[src/design/tfn_pkg.sv]
// tfn_pkg: shared constants and types of the triangle face normal block
// no dependencies; used by every module under design/

package tfn_pkg;

    localparam int COORD_WIDTH_DEF = 16;   // default corner coordinate width
    localparam int QUEUE_DEPTH_DEF = 4;    // default depth of the cross product queue
    localparam int NORM_BITS       = 15;   // magnitude bits of a q1.14 component (0..16384)
    localparam int OUT_WIDTH       = 16;   // width of a normal component
    localparam int NORM_SHIFT      = 30;   // 2^30 scale of the rounding test

    typedef enum logic [1:0] {
        ST_IDLE,
        ST_SQUARE,
        ST_SUM,
        ST_SEARCH
    } back_state_t;

endpackage

[src/design/tfn_fifo.sv]
// tfn_fifo: small register queue of cross products between front and back
// depends on tfn_pkg for the default depth

module tfn_fifo #(
    parameter int DATA_WIDTH  = 105,
    parameter int QUEUE_DEPTH = tfn_pkg::QUEUE_DEPTH_DEF
) (
    input  logic                  clk,
    input  logic                  rst_n,
    input  logic                  push,
    input  logic [DATA_WIDTH-1:0] push_data,
    input  logic                  pop,
    output logic                  not_empty,
    output logic [DATA_WIDTH-1:0] pop_data
);

    localparam int PTW = (QUEUE_DEPTH > 1) ? $clog2(QUEUE_DEPTH) : 1;
    localparam int CNW = $clog2(QUEUE_DEPTH + 1);

    logic [DATA_WIDTH-1:0] mem_reg [QUEUE_DEPTH];
    logic [PTW-1:0]        wr_ptr_reg, wr_ptr_next;
    logic [PTW-1:0]        rd_ptr_reg, rd_ptr_next;
    logic [CNW-1:0]        count_reg, count_next;

    always_comb
    begin
        wr_ptr_next = wr_ptr_reg;
        rd_ptr_next = rd_ptr_reg;
        count_next  = count_reg;
        if (push)
        begin
            wr_ptr_next = (wr_ptr_reg == PTW'(QUEUE_DEPTH - 1)) ? '0 : wr_ptr_reg + 1'b1;
        end
        if (pop)
        begin
            rd_ptr_next = (rd_ptr_reg == PTW'(QUEUE_DEPTH - 1)) ? '0 : rd_ptr_reg + 1'b1;
        end
        if (push && !pop)
        begin
            count_next = count_reg + 1'b1;
        end
        else if (pop && !push)
        begin
            count_next = count_reg - 1'b1;
        end
    end

    always_ff @(posedge clk or negedge rst_n)
    begin
        if (!rst_n)
        begin
            wr_ptr_reg <= '0;
            rd_ptr_reg <= '0;
            count_reg  <= '0;
        end
        else
        begin
            wr_ptr_reg <= wr_ptr_next;
            rd_ptr_reg <= rd_ptr_next;
            count_reg  <= count_next;
        end
    end

    always_ff @(posedge clk)
    begin
        if (push)
        begin
            mem_reg[wr_ptr_reg] <= push_data;
        end
    end

    assign not_empty = (count_reg != '0);
    assign pop_data  = mem_reg[rd_ptr_reg];

endmodule

[config.mk]
export PLATFORM = sky130hd
export DESIGN_NAME = tfn_fifo
export DESIGN_NICKNAME = d
export VERILOG_FILES = /design/src/design/tfn_pkg.sv /design/src/design/tfn_fifo.sv
export SDC_FILE = /design/constraint.sdc
export NUM_CORES = 1
export LEC_CHECK = 0
export ABC_AREA = 1
export BUFFER_PORTS_ARGS = -buffer_cell sky130_fd_sc_hd__buf_2
export CAP_MARGIN = 0
export CORE_ASPECT_RATIO = 0.5
export CORE_MARGIN = 2
export CORE_UTILIZATION = 55
export DETAILED_ROUTE_END_ITERATION = 8
export HOLD_SLACK_MARGIN = 0.08
export PLACE_DENSITY = 0.76
export SLEW_MARGIN = 20
export SYNTH_ARGS = -nofsm -noshare
export SYNTH_HDL_FRONTEND = slang
export SYNTH_SLANG_ARGS = --single-unit
[constraint.sdc]
create_clock -name clk -period 5.9 [get_ports clk]
set_clock_uncertainty 0.1 [all_clocks]
set_input_delay 0.885 -clock clk [delete_from_list [all_inputs] [get_ports clk]]
set_output_delay 0.885 -clock clk [all_outputs]
set_load 0.005 [all_outputs]
Word level (Yosys, flattened, before mapping)
Memory sizes are Yosys's and may differ from the RTL's.
Index checks and enable logic that the tools add are counted.
{ "totals": {"register_bits": 7, "ramBits": 420, "input_bits": 109, "output_inout_bits": 106, "elab_cells": 22, "mem_count": 1} }
{ "classes": {"addsub": 4, "n_eq_ne": 2, "muxes": 6, "reduce_logical": 6} }
{ "mem_list": {"columns": ["memory", "words", "width", "read_ports", "rd_ports_with_merged_regs", "wr", "line_no", "source"], "rows": [
  ["mem_reg", 4, 105, 1, 0, 1, "tfn_fifo.sv:20", "logic [DATA_WIDTH-1:0] mem_reg [QUEUE_DEPTH];"]
]} }
{ "ops": {"columns": ["operator", "count"], "rows": [
  ["$mux 3", 2],
  ["$add 2x1->2 const B", 2],
  ["$eq 2x2->1 const B", 2],
  ["$mux 2", 2],
  ["$add 3x1->3 const B", 1],
  ["$reduce_bool 3->1", 1],
  ["$sub 3x1->3 const B", 1],
  ["$logic_and 1x1->1", 2],
  ["$logic_not 1->1", 2],
  ["$mux 1", 2],
  ["$reduce_bool 2->1", 1]
]} }

Depth between registers and ports, before layout
{ "logic_depth": {"depth_word": 4, "ltp_mapped": 9, "mapped_depth_nobuf": 9} }

Worst setup path before layout
No wires, ideal clock.
{ "synth_timing": {"path_kind": "input to register", "start": "in push", "end": "mem mem_reg[3][0], enable pin", "setup_ns": 0.458, "arrival_ns": 2.955, "path_slack_ns": 2.386, "path_stages": 2, "cell_sequence": "nand2_1 inv_1"} }
{ "synth_via": {"elab_chain_cells": 2} }
{ "synth_rtl": {"columns": ["item", "line_no", "source"], "rows": [
  ["from (decl)", "tfn_fifo.sv:10", "input logic push,"],
  ["$mux 1", "tfn_fifo.sv:66", "if (push)"],
  ["$mux 1 (not written as such)", "tfn_fifo.sv:68", "mem_reg[wr_ptr_reg] <= push_data;"],
  ["to (decl)", "tfn_fifo.sv:20", null]
]} }
No other way between the ends.

Worst setup path in the final report
{ "layout_timing": {"start": "reg rd_ptr_reg[1]", "end": "out pop_data[53]"} }
{ "layout_via": {"elab_chain_cells": 1} }
{ "layout_rtl": {"columns": ["item", "line_no", "source"], "rows": [
  ["from (decl)", "tfn_fifo.sv:22", "logic [PTW-1:0] rd_ptr_reg, rd_ptr_next;"],
  ["from (signal assigned)", "tfn_fifo.sv:59", "rd_ptr_reg <= rd_ptr_next;"],
  ["$mem_v2 4x105", null, null],
  ["to (decl)", "tfn_fifo.sv:14", "output logic [DATA_WIDTH-1:0] pop_data"]
]} }
No other way between the ends.

==> qor.yml <==
worst_setup_path:
  cp.arrival_ns: 2.98
  cpMaxStageDelayCell: "inv_4"
  critPathRequiredTime_ns: 4.91
  crit_path_end_kind: "primary output"
  crit_type: "reg -> out"
  cp_max_fo: 73
  cp-start-kind: "register"
  r2r_slack_ns: 3.27
  slowest_delay_ns: 0.75
  crit_chain: "inv_4, buf_4, o211ai_1, nand2_1, buf_2"
  ff2ff_path_depth: 5
cts:
  path_clk_slew_ns: 0.07
  cts-root-buf: "clkbuf_16"
  ctsResizeCount: 0
  clkSinkCount: 427
  hold_buffers: 1
  clk_latency_ns: 0.51
  cts_tree: "built"
  cts-buffers-inserted: 37
  post_cts_buffers: 0
  htreeDepth: 2
  cts_buffer_depth: 3
timing:
  final.period_utilization_pct: 67.19
  max-slew-margin-rel_pct: 36.04
  worst_slack_ns: 1.936
  rsz0062_at_grt: "false"
  tightest_slew_ns: 0.9595
  hold_viol: 0
  drv_slew: 0
  period_minus_slack_ns: 3.964
  max_freq_mhz: 252.3
  tns_ns: 0
  setup_viol: 0
cells_and_area:
  drive_gt1_share_pct: 19.00
  final_nets: 1589
  final_cell_mix: "420 x edfxtp_1, 331 x nand2_1, 217 x inv_1"
  largest_reg_flops: 420
  area_growth_pct: 14.07
  n_fill_cell: 2153
  register_area_mm2: 0.01279
  layout_commonest_cell: "edfxtp_1"
  multiInputGateArea_mm2: 0.002965
detailed_routing:
  vias_per_cell: 5.279
  dr.pass1.iters: 5
  wl_met3_um: 1508
  drc: 0
  wl_per_cell_um: 17.57
  drt.antenna.violating_nets: 0
  routed-via-count: 10070
  drt-initial-drc-count: 661
  wl_met2_um: 17420
  drt_wl_total_um: 33530
  m1WireLength_um: 13680
  top_layer: "met5"
grt:
  grt_max_degree: 187
  grt_pass1_vias: 10070
  grt_antenna_before_repair: 10
  grt_usage_pct: 20.54
  gr-total-overflow: 0
  grt_pass1_wl_um: 51460
floorplanning:
  io_pins: 215
  dieArea_mm2: 0.03252
  coreArea_mm2: 0.03040
  die_y_um: 128.5
  row_count: 45
  initial_core_util_pct: 56.09
  die_x_um: 253.0
synth:
  netlist_instances: 1277
  yosysSeqAreaShare_pct: 74.99
  syn_avg_cell_area_um2: 13.35
  yosys_register_bits: 427
  synth_nets: 1393
  ys_types: 19
  synthesis.area_mm2: 0.01705
  ys_warn_count: 0
power:
  swShare_pct: 32.32
  ir_drop_mv: 0.3765
  p_sw_mw: 2.893
  power-per-cell-area_mw_per_mm2: 460.2
  combPwrFrac_pct: 28.5
  seq_power_share_pct: 45.5
  power_mw: 8.952
  p_int_mw: 6.059
  leakagePower_nw: 7.873
  clkPwrFrac_pct: 26.1
hold_path:
  hold_class: "reg -> reg"
  holdPathStages: 2
place:
  place_ws_ns: 2.476
  place_hpwl_um: 19950
  io_buffer_count: 214
  routabilityCongestion: 0.8005
outcome:
  status: "completed"
flow_run:
  max_cap_violations: 0
[final timing paths]
path / startpoint / end
worst min-delay path: count_reg[2]$_DFFE_PN0P_ / count_reg[2]$_DFFE_PN0P_
max in group asynchronous: rst_n / rd_ptr_reg[1]$_DFFE_PN0P_
worst max-delay path: rd_ptr_reg[1]$_DFFE_PN0P_ / pop_data[53]
min in group asynchronous: rst_n / count_reg[1]$_DFFE_PN0P_
worst min register to register: count_reg[2]$_DFFE_PN0P_ / count_reg[2]$_DFFE_PN0P_
worst max register to register: wr_ptr_reg[1]$_DFFE_PN0P_ / mem_reg[1][70]$_DFFE_PP_
[worst max-delay path: cells and delay by family (launching register included)]
kind | cells | cell delay (ns)
and+or+nand+nor | 1 | 0.12
buffers and inverters | 3 | 1.36
DFF | 1 | 0.73
AOI/OAI and AO/OA | 1 | 0.18
[layer usage]
layer / global-route usage, % / vias to the layer above
met4: 7.936 / 2
met3: 4.026 / 61
met1: 25.20 / 4911
met2: 36.54 / 226
met5: 0 / -
li1: - / 4873
[metrics by stage]
| stage | utilization (%) | hold slack (ns) | instances | instance area [um^2] |
|---|---|---|---|---|
| global placement | 60.12 | 0.3529 | 1832 | 18280 |
| finish | 63.98 | 0.4075 | 1908 | 19450 |
| detailed placement | 60.12 | 0.4031 | 1832 | 18280 |
| CTS | 63.91 | 0.4179 | 1899 | 19430 |
| floorplan | - | 0.3417 | 1277 | 17050 |
| global route | 63.96 | 0.4482 | 1906 | 19450 |
[area by class of cell]
cell class              count  area share (%)
multi-input cells         558           15.24
clock inverters            24           1.010
flip-flops and latches    427           65.76
diodes                      9          0.1158
clock buffers              42           4.856
inverters                 223           4.406
repair buffers            226           6.046
well taps                 399           2.566
[cells in the mapped netlist]
master | instances | area (um^2)
buf_2 | 38 | 190.2
buf_4 | 11 | 82.58
buf_6 | 15 | 168.9
clkbuf_1 | 5 | 18.77
dfrtp_1 | 7 | 175.2
edfxtp_1 | 420 | 12610
fa_1 | 1 | 20.02
ha_1 | 6 | 75.07
inv_1 | 221 | 829.6
inv_2 | 1 | 3.750
inv_4 | 1 | 6.260
nand2_1 | 331 | 1242
nand3_1 | 1 | 5.000
nand4_1 | 1 | 6.260
nor2_1 | 3 | 11.26
o211ai_1 | 210 | 1577
o21ai_0 | 3 | 15.01
o21ai_1 | 1 | 5.000
xnor2_1 | 1 | 8.760
[cells by family after synthesis]
kind of cell | count (synthesis) | share of synthesized area (%)
fa+ha+maj | 7 | 0.5576
simple gates | 336 | 7.418
flops | 427 | 74.99
xor+xnor | 1 | 0.05137
buf+inv | 292 | 7.623
compound gates | 214 | 9.362
[power groups by stage]
stage	Combinational [mW]	Sequential, mW	Clock, mW
final	2.55	4.07	2.33
after global routing	2.86	4.11	2.49
after CTS	2.59	4.07	2.37
after detailed placement	2.57	4.14	0
after global placement	2.50	4.12	0
after floorplan	1.72	4.08	0
Note: power is estimated with default switching activity, not from simulation.
